## src/hw/rtl/spq_pkg.sv

```systemverilog
// ----------------------------------------------------------------------------
// spq_pkg: shared types and constants of the sorted priority queue
// Operation and status codes, cell control struct and field widths.
// ----------------------------------------------------------------------------
package spq_pkg;

    localparam int DATA_W           = 32;
    localparam int OP_W             = 2;
    localparam int STATUS_W         = 2;
    localparam int POS_W            = 4;
    localparam int COUNT_W          = 5;
    localparam int DEFAULT_CAPACITY = 16;

    typedef enum logic [OP_W-1:0] {
        OP_INSERT = 2'd0,
        OP_REMOVE = 2'd1,
        OP_FIND   = 2'd2,
        OP_PEEK   = 2'd3
    } op_t;

    typedef enum logic [STATUS_W-1:0] {
        STATUS_OK        = 2'd0,
        STATUS_NOT_FOUND = 2'd1,
        STATUS_FULL      = 2'd2
    } status_t;

    typedef enum logic {
        ST_IDLE   = 1'b0,
        ST_UPDATE = 1'b1
    } state_t;

    typedef enum logic [1:0] {
        UPD_NONE   = 2'd0,
        UPD_INSERT = 2'd1,
        UPD_REMOVE = 2'd2
    } upd_t;

    // Broadcast from the sequencer to every cell
    typedef struct packed {
        logic                     compare;
        upd_t                     upd;
        logic signed [DATA_W-1:0] value;
    } cell_ctrl_t;

endpackage

```

## src/hw/rtl/spq_cmd_if.sv

```systemverilog
// ----------------------------------------------------------------------------
// spq_cmd_if: command channel of the sorted priority queue
// Valid/ready channel carrying one operation and its value.
// ----------------------------------------------------------------------------
interface spq_cmd_if;
    logic                             valid;
    logic                             ready;
    logic [spq_pkg::OP_W-1:0]         op;
    logic signed [spq_pkg::DATA_W-1:0] value;

    modport source (output valid, output op, output value, input ready);
    modport sink   (input valid, input op, input value, output ready);
endinterface

```

## src/hw/rtl/spq_res_if.sv

```systemverilog
// ----------------------------------------------------------------------------
// spq_res_if: result channel of the sorted priority queue
// Valid/ready channel carrying status, position, head and count.
// ----------------------------------------------------------------------------
interface spq_res_if;
    logic                              valid;
    logic                              ready;
    logic [spq_pkg::STATUS_W-1:0]      status;
    logic [spq_pkg::POS_W-1:0]         position;
    logic signed [spq_pkg::DATA_W-1:0] head_value;
    logic                              head_valid;
    logic [spq_pkg::COUNT_W-1:0]       count;

    modport source (output valid, output status, output position, output head_value,
                    output head_valid, output count, input ready);
    modport sink   (input valid, input status, input position, input head_value,
                    input head_valid, input count, output ready);
endinterface

```

## src/hw/rtl/spq_cell.sv

```systemverilog
// ----------------------------------------------------------------------------
// spq_cell: one storage cell of the sorted chain
// Holds one entry, compares it with the broadcast value and shifts to or
// from its neighbors on insert and remove.
// ----------------------------------------------------------------------------
module spq_cell
(
    input  logic                              clk,
    input  spq_pkg::cell_ctrl_t               ctrl,
    input  logic                              occupied,
    input  logic                              left_lt,
    input  logic signed [spq_pkg::DATA_W-1:0] left_entry,
    input  logic signed [spq_pkg::DATA_W-1:0] right_entry,
    output logic signed [spq_pkg::DATA_W-1:0] entry,
    output logic                              lt,
    output logic                              eq
);

    logic signed [spq_pkg::DATA_W-1:0] entry_reg;
    logic signed [spq_pkg::DATA_W-1:0] entry_next;
    logic                              lt_reg;
    logic                              lt_next;
    logic                              eq_reg;
    logic                              eq_next;

    // Compare against the broadcast value and pick the new entry
    always_comb
    begin
        lt_next    = lt_reg;
        eq_next    = eq_reg;
        entry_next = entry_reg;
        if (ctrl.compare)
        begin
            lt_next = occupied && (entry_reg < ctrl.value);
            eq_next = occupied && (entry_reg == ctrl.value);
        end
        case (ctrl.upd)
            spq_pkg::UPD_INSERT:
            begin
                // keep smaller entries, write at the boundary, shift the rest up
                if (!lt_reg)
                begin
                    entry_next = left_lt ? ctrl.value : left_entry;
                end
            end
            spq_pkg::UPD_REMOVE:
            begin
                // close the gap from the removed entry onward
                if (!lt_reg)
                begin
                    entry_next = right_entry;
                end
            end
            default:
            begin
                entry_next = entry_reg;
            end
        endcase
    end

    // Hold entry and compare flags
    always_ff @(posedge clk)
    begin
        entry_reg <= entry_next;
        lt_reg    <= lt_next;
        eq_reg    <= eq_next;
    end

    assign entry = entry_reg;
    assign lt    = lt_reg;
    assign eq    = eq_reg;

endmodule

```

## src/hw/rtl/sorted_priority_queue_unit.sv

```systemverilog
// ----------------------------------------------------------------------------
// sorted_priority_queue_unit: sorted list priority queue in a chain of cells
// Keeps up to CAPACITY signed values in ascending order, head at cell 0.
// ----------------------------------------------------------------------------
// Usage:
//   cmd carries one transaction per operation: op (insert, remove, find,
//   peek) and value. result returns exactly one transaction per command
//   with status, position, head_value, head_valid and count.
//   Timing: a command is taken in the compare cycle, where every cell
//   compares its entry with the value in parallel; the update state that
//   follows encodes the boundary, shifts the cells toward or away from it
//   and loads the output register. A new command is taken only after the
//   previous one has left the update state; the compare and shift pair of
//   the cell chain sets the command rate, independent of fill level.
//   cmd.ready is high in the compare slot; a new command is taken while a
//   previous result still waits in the output register. If the receiver
//   stalls, the update cycle holds until the output register frees up.
//   Reset empties the queue (count zero) and drops any pending result;
//   the cell contents are not cleared, cells beyond count never affect a result.
// ----------------------------------------------------------------------------
module sorted_priority_queue_unit
#(
    parameter int CAPACITY = spq_pkg::DEFAULT_CAPACITY
)
(
    input  logic     clk,
    input  logic     rst_n,
    spq_cmd_if.sink   cmd,
    spq_res_if.source result
);

    localparam int IDX_W = $clog2(CAPACITY);
    localparam int CNT_W = $clog2(CAPACITY + 1);

    spq_pkg::state_t                   state_reg;
    spq_pkg::state_t                   state_next;
    spq_pkg::op_t                      op_reg;
    spq_pkg::op_t                      op_next;
    logic signed [spq_pkg::DATA_W-1:0] value_reg;
    logic signed [spq_pkg::DATA_W-1:0] value_next;
    logic [CNT_W-1:0]                  count_reg;
    logic [CNT_W-1:0]                  count_next;

    logic                              out_valid_reg;
    logic                              out_valid_next;
    spq_pkg::status_t                  out_status_reg;
    spq_pkg::status_t                  out_status_next;
    logic [spq_pkg::POS_W-1:0]         out_pos_reg;
    logic [spq_pkg::POS_W-1:0]         out_pos_next;
    logic signed [spq_pkg::DATA_W-1:0] out_head_reg;
    logic signed [spq_pkg::DATA_W-1:0] out_head_next;
    logic                              out_hvalid_reg;
    logic                              out_hvalid_next;
    logic [CNT_W-1:0]                  out_count_reg;
    logic [CNT_W-1:0]                  out_count_next;

    spq_pkg::cell_ctrl_t               ctrl;
    logic signed [spq_pkg::DATA_W-1:0] entry_w [CAPACITY];
    logic [CAPACITY-1:0]               lt_w;
    logic [CAPACITY-1:0]               eq_w;
    logic [CAPACITY-1:0]               occ_w;
    logic [CAPACITY-1:0]               first_w;

    logic                              accept;
    logic                              fire;
    logic                              full;
    logic                              found;
    logic [IDX_W-1:0]                  k_idx;
    logic signed [spq_pkg::DATA_W-1:0] head_new;

    assign accept = cmd.valid && cmd.ready;
    assign fire   = (state_reg == spq_pkg::ST_UPDATE) && (!out_valid_reg || result.ready);
    assign full   = (count_reg == CNT_W'(CAPACITY));

    // Build the cell chain
    genvar gi;
    generate
        for (gi = 0; gi < CAPACITY; gi++)
        begin : g_cell
            logic                              left_lt;
            logic signed [spq_pkg::DATA_W-1:0] left_entry;
            logic signed [spq_pkg::DATA_W-1:0] right_entry;

            assign occ_w[gi] = (CNT_W'(gi) < count_reg);

            if (gi == 0)
            begin : g_head
                assign left_lt     = 1'b1;
                assign left_entry  = '0;
                assign first_w[gi] = !lt_w[gi];
            end
            else
            begin : g_body
                assign left_lt     = lt_w[gi-1];
                assign left_entry  = entry_w[gi-1];
                assign first_w[gi] = !lt_w[gi] && lt_w[gi-1];
            end

            if (gi == CAPACITY - 1)
            begin : g_tail
                assign right_entry = '0;
            end
            else
            begin : g_mid
                assign right_entry = entry_w[gi+1];
            end

            spq_cell u_cell
            (
                .clk         (clk),
                .ctrl        (ctrl),
                .occupied    (occ_w[gi]),
                .left_lt     (left_lt),
                .left_entry  (left_entry),
                .right_entry (right_entry),
                .entry       (entry_w[gi]),
                .lt          (lt_w[gi]),
                .eq          (eq_w[gi])
            );
        end
    endgenerate

    // Encode the one-hot boundary into an index and a match flag
    always_comb
    begin
        k_idx = '0;
        found = 1'b0;
        for (int i = 0; i < CAPACITY; i++)
        begin
            if (first_w[i])
            begin
                k_idx = k_idx | IDX_W'(i);
            end
            found = found | (first_w[i] & eq_w[i]);
        end
    end

    // Sequence the operation and build the result
    always_comb
    begin
        state_next      = state_reg;
        op_next         = op_reg;
        value_next      = value_reg;
        count_next      = count_reg;
        out_valid_next  = out_valid_reg;
        out_status_next = out_status_reg;
        out_pos_next    = out_pos_reg;
        out_head_next   = out_head_reg;
        out_hvalid_next = out_hvalid_reg;
        out_count_next  = out_count_reg;
        head_new        = entry_w[0];

        ctrl.compare = accept;
        ctrl.value   = accept ? cmd.value : value_reg;
        ctrl.upd     = spq_pkg::UPD_NONE;

        if (out_valid_reg && result.ready)
        begin
            out_valid_next = 1'b0;
        end

        unique case (state_reg)
            spq_pkg::ST_IDLE:
            begin
                if (accept)
                begin
                    op_next    = spq_pkg::op_t'(cmd.op);
                    value_next = cmd.value;
                    state_next = spq_pkg::ST_UPDATE;
                end
            end
            spq_pkg::ST_UPDATE:
            begin
                if (fire)
                begin
                    out_status_next = spq_pkg::STATUS_OK;
                    out_pos_next    = '0;
                    unique case (op_reg)
                        spq_pkg::OP_INSERT:
                        begin
                            if (full)
                            begin
                                out_status_next = spq_pkg::STATUS_FULL;
                            end
                            else
                            begin
                                ctrl.upd   = spq_pkg::UPD_INSERT;
                                count_next = count_reg + CNT_W'(1);
                                head_new   = lt_w[0] ? entry_w[0] : value_reg;
                            end
                        end
                        spq_pkg::OP_REMOVE:
                        begin
                            if (found)
                            begin
                                ctrl.upd     = spq_pkg::UPD_REMOVE;
                                count_next   = count_reg - CNT_W'(1);
                                out_pos_next = spq_pkg::POS_W'(k_idx);
                                head_new     = (k_idx == '0) ? entry_w[1] : entry_w[0];
                            end
                            else
                            begin
                                out_status_next = spq_pkg::STATUS_NOT_FOUND;
                            end
                        end
                        spq_pkg::OP_FIND:
                        begin
                            if (found)
                            begin
                                out_pos_next = spq_pkg::POS_W'(k_idx);
                            end
                            else
                            begin
                                out_status_next = spq_pkg::STATUS_NOT_FOUND;
                            end
                        end
                        spq_pkg::OP_PEEK:
                        begin
                            head_new = entry_w[0];
                        end
                    endcase
                    out_valid_next  = 1'b1;
                    out_count_next  = count_next;
                    out_hvalid_next = (count_next != '0);
                    out_head_next   = (count_next != '0) ? head_new : '0;
                    state_next      = spq_pkg::ST_IDLE;
                end
            end
        endcase
    end

    // Hold control state
    always_ff @(posedge clk or negedge rst_n)
    begin
        if (!rst_n)
        begin
            state_reg     <= spq_pkg::ST_IDLE;
            count_reg     <= '0;
            out_valid_reg <= 1'b0;
        end
        else
        begin
            state_reg     <= state_next;
            count_reg     <= count_next;
            out_valid_reg <= out_valid_next;
        end
    end

    // Hold payload
    always_ff @(posedge clk)
    begin
        op_reg         <= op_next;
        value_reg      <= value_next;
        out_status_reg <= out_status_next;
        out_pos_reg    <= out_pos_next;
        out_head_reg   <= out_head_next;
        out_hvalid_reg <= out_hvalid_next;
        out_count_reg  <= out_count_next;
    end

    assign cmd.ready         = (state_reg == spq_pkg::ST_IDLE);
    assign result.valid      = out_valid_reg;
    assign result.status     = out_status_reg;
    assign result.position   = out_pos_reg;
    assign result.head_value = out_head_reg;
    assign result.head_valid = out_hvalid_reg;
    assign result.count      = spq_pkg::COUNT_W'(out_count_reg);

endmodule

```

## src/flat_wrapper.sv

```systemverilog
// flat-port wrapper written by rule: the top's interface ports become plain ports
module sorted_priority_queue_unit_flat 
#(
    parameter int CAPACITY = spq_pkg::DEFAULT_CAPACITY
)
  (clk, rst_n, cmd_valid, cmd_op, cmd_value, cmd_ready, result_valid, result_status, result_position, result_head_value, result_head_valid, result_count, result_ready);
  spq_cmd_if cmd_i ();
  spq_res_if result_i ();
  input  logic clk;
  input  logic rst_n;
  input wire logic [$bits(cmd_i.valid)-1:0] cmd_valid;
  input wire logic [$bits(cmd_i.op)-1:0] cmd_op;
  input wire logic [$bits(cmd_i.value)-1:0] cmd_value;
  output wire logic [$bits(cmd_i.ready)-1:0] cmd_ready;
  output wire logic [$bits(result_i.valid)-1:0] result_valid;
  output wire logic [$bits(result_i.status)-1:0] result_status;
  output wire logic [$bits(result_i.position)-1:0] result_position;
  output wire logic [$bits(result_i.head_value)-1:0] result_head_value;
  output wire logic [$bits(result_i.head_valid)-1:0] result_head_valid;
  output wire logic [$bits(result_i.count)-1:0] result_count;
  input wire logic [$bits(result_i.ready)-1:0] result_ready;
  assign cmd_i.valid = cmd_valid;
  assign cmd_i.op = cmd_op;
  assign cmd_i.value = cmd_value;
  assign cmd_ready = cmd_i.ready;
  assign result_valid = result_i.valid;
  assign result_status = result_i.status;
  assign result_position = result_i.position;
  assign result_head_value = result_i.head_value;
  assign result_head_valid = result_i.head_valid;
  assign result_count = result_i.count;
  assign result_i.ready = result_ready;
  sorted_priority_queue_unit #(.CAPACITY(CAPACITY)) u_core (.clk(clk), .rst_n(rst_n), .cmd(cmd_i), .result(result_i));
endmodule
```

## config.mk

```make
export PLATFORM = sky130hd
export DESIGN_NAME = sorted_priority_queue_unit_flat
export DESIGN_NICKNAME = d
export VERILOG_FILES = /design/src/hw/rtl/spq_pkg.sv /design/src/hw/rtl/spq_cmd_if.sv /design/src/hw/rtl/spq_res_if.sv /design/src/hw/rtl/spq_cell.sv /design/src/hw/rtl/sorted_priority_queue_unit.sv /design/src/flat_wrapper.sv
export SDC_FILE = /design/constraint.sdc
export NUM_CORES = 2
export LEC_CHECK = 0
export ABC_AREA = 1
export BUFFER_PORTS_ARGS = -buffer_cell sky130_fd_sc_hd__buf_2
export CAP_MARGIN = 10
export CELL_PAD_IN_SITES_DETAIL_PLACEMENT = 0
export CELL_PAD_IN_SITES_GLOBAL_PLACEMENT = 1
export CORE_MARGIN = 1.5
export CORE_UTILIZATION = 40
export CTS_BUF_LIST = sky130_fd_sc_hd__clkbuf_8 sky130_fd_sc_hd__clkbuf_16
export DETAILED_ROUTE_END_ITERATION = 7
export MAX_ROUTING_LAYER = met4
export PLACE_DENSITY_LB_ADDON = 0.1
export SYNTH_ARGS = -nofsm -noshare
export SYNTH_HDL_FRONTEND = slang
export SYNTH_SLANG_ARGS = --single-unit
```

## constraint.sdc

```tcl
create_clock -name clk -period 6.4 [get_ports clk]
set_input_delay 1.28 -clock clk [delete_from_list [all_inputs] [get_ports clk]]
set_output_delay 1.28 -clock clk [all_outputs]
set_load 0.01 [all_outputs]
```

==> impl_metrics.ini <==
[power]
power_mw = 17.1
irDropWorstVdd_v = 0.000243
power.density_nw_per_um2 = 359
p_leak_nw = 20.2

[routing]
ant_nets = 0
first_pass_iters = 8
vias = 36200
drt_iter0_drc = 3406
routed_via_density = 5.53
post-route-drc-count = 3
drt_wl_total_um = 143000
routedWlPerCell_um = 21.9

[clock_tree]
clk_pin_slew_worst_paths_ns = 0.06
cts_hold_buf = 0
numCtsBuffers = 79
tritoncts = yes
cts_root_buffer = clkbuf_16
cts.sinks = 629
clk_latency_ns = 0.66
cts_htree_levels = 3
post_cts_resized = 0
post-cts-setup-buffer-count = 0
clock_path_buffers = 3

[grt]
grt_max_degree = 156
grt_pass1_vias = 35400
overflow = 0
grt_pass1_wl_um = 220000
antenna_found_initial = 1
grtUsageTotal = 0.265

[worst_setup_path]
cp_max_fo = 32
required_ns = 6.65
reg2reg_slack_ns = 1.73
cp-end-kind = flip-flop
cp.arrival_ns = 4.92
cp-start-kind = flip-flop
worstSetupPathType = reg -> reg

[timing]
hold_viol = 0
worst_slew_pin_slew_ns = 1.19
final.setup.tns_ns = 0
fin_hold_ws_ns = 0.477
timing.fmax_ghz = 0.214
max-slew-margin-rel = 0.208
finalWorstSetupSlack_ns = 1.73
rsz0062_at_grt = false
min_period_over_period = 0.729
fin_skew_ns = 0.0342
drv_slew = 0
final-setup-viol-count = 0
period_minus_slack_ns = 4.67

[layout]
stdcell_area_sq_um = 47700
finalNonFillerCells = 6547
drive_above_1_share = 0.0830
diodes = 0
fin_nets = 5647
finish.utilization = 0.446
syn_to_final_growth_pct = 10.6
largest_reg_flops = 512

[yosys]
synth_edf_count = 622
synth_top_area_cell = edfxtp_1
synthTopCellsByCount = 1,173 x a21oi_1, 900 x nand2_1, 622 x edfxtp_1, 541 x nor2_1, 520 x ha_1
ys.flop_type = edfxtp_1
syn_area_sq_um = 43100
synth_top_area_frac = 0.433
yosysWarningCount = 0
avgSynthCellArea_sq_um = 8.46
synth_area_leaders = edfxtp_1 43%, ha_1 15%, a21oi_1 14%, nand2_1 7.8%, nor2_1 4.7%
synthArstFlopShare = 0.0111
ys_types = 46
yosysMostFrequentCell = a21oi_1
yosysSeqAreaShare = 0.437
syn-num-nets = 5654
synthCells = 5096
synth_seq_cells = 629

[status]
status = finished, violations left
violations = DRC

[placement]
post-place-cells = 6411
place_congestion = 0.875
place_hpwl_um = 105000
placed_area_sq_um = 45300
placement.io_buffers = 83
pre_cts_ws_ns = 1.08

[die]
die_h_um = 331
dieArea_sq_um = 110000
start_util = 0.403
pin_count = 84
core_sq_um = 107000
die_w_um = 331
num_rows = 120

[job]
cap_violations = 0

[worst_hold_path]
min_path_type = in -> async
layer usage:
metal  routed length (um)  up-vias  global-route usage
li1                     -    17900                   -
met1                68700    17200               0.373
met2                63600     1024               0.402
met3                 7410      147              0.0295
met4                 3720        0              0.0759
met5                    0        -                   -
path summary, 6_finish.rpt:
kind / startpoint / end / depth (start not counted)
min in group clk: u_core.g_cell[15].u_cell.entry[8] / u_core.g_cell[14].u_cell.entry[8] / 2
hold reg to reg: u_core.g_cell[15].u_cell.entry[8] / u_core.g_cell[14].u_cell.entry[8] / 2
max in group asynchronous: rst_n / u_core.state_reg / 1
setup / recovery: u_core.g_cell[1].u_cell.lt / u_core.g_cell[7].u_cell.entry[24] / 14
setup reg to reg: u_core.g_cell[1].u_cell.lt / u_core.g_cell[7].u_cell.entry[24] / 14
hold / removal: rst_n / u_core.count_reg[1] / 1
worst max-delay path: stages, from the launching register on:
cell	delay, ns
edfxtp_1	1.02
inv_4	0.02
nand3_1	0.09
nand2_1	0.17
nor2_2	0.20
nand2_4	0.11
nor2_8	0.24
inv_2	0.05
nand2_1	0.09
nor2_1	0.09
ha_4	0.24
nor2_1	0.52
inv_1	0.09
buf_4	0.32
a21oi_4	0.98
power by group:
group          switching [mW]  total, mW  leakage [nW]  internal [mW]
combinational            4.54       6.73          13.1           2.19
sequential              0.511       6.15          5.84           5.64
clock                    1.84       4.26          1.25           2.42
cell type report:
| cell class | count | area [sq um] |
|---|---|---|
| Timing Repair Buffer | 194 | 1320 |
| Fill cell | 10600 | 59400 |
| Tap cell | 1403 | 1760 |
| Clock inverter | 55 | 319 |
| Sequential cell | 629 | 18900 |
| Inverter | 419 | 1590 |
| Multi-Input combinational cell | 3766 | 21800 |
| Clock buffer | 81 | 2030 |
cells by family after synthesis:
group                    synth area share
XOR/XNOR                         0.000609
flip-flops                          0.437
AO/OA/AOI/OAI                       0.184
buffers and inverters              0.0641
adder cells (fa/ha/maj)             0.151
AND/OR/NAND/NOR                     0.164
placed cells by master (no fill, tap or decap), types with 45 or more instances in the layout:
cell	synthesis	final
a21oi_1	1173	1158
a22oi_1	45	45
buf_2	42	83
buf_4	14	105
clkbuf_16	0	81
edfxtp_1	622	622
ha_1	520	519
inv_1	369	395
inv_2	47	47
nand2_1	900	899
nand3_1	111	111
nand4_1	75	75
nor2_1	541	539
o21ai_0	204	178
Power figures use the tool's default switching activity.
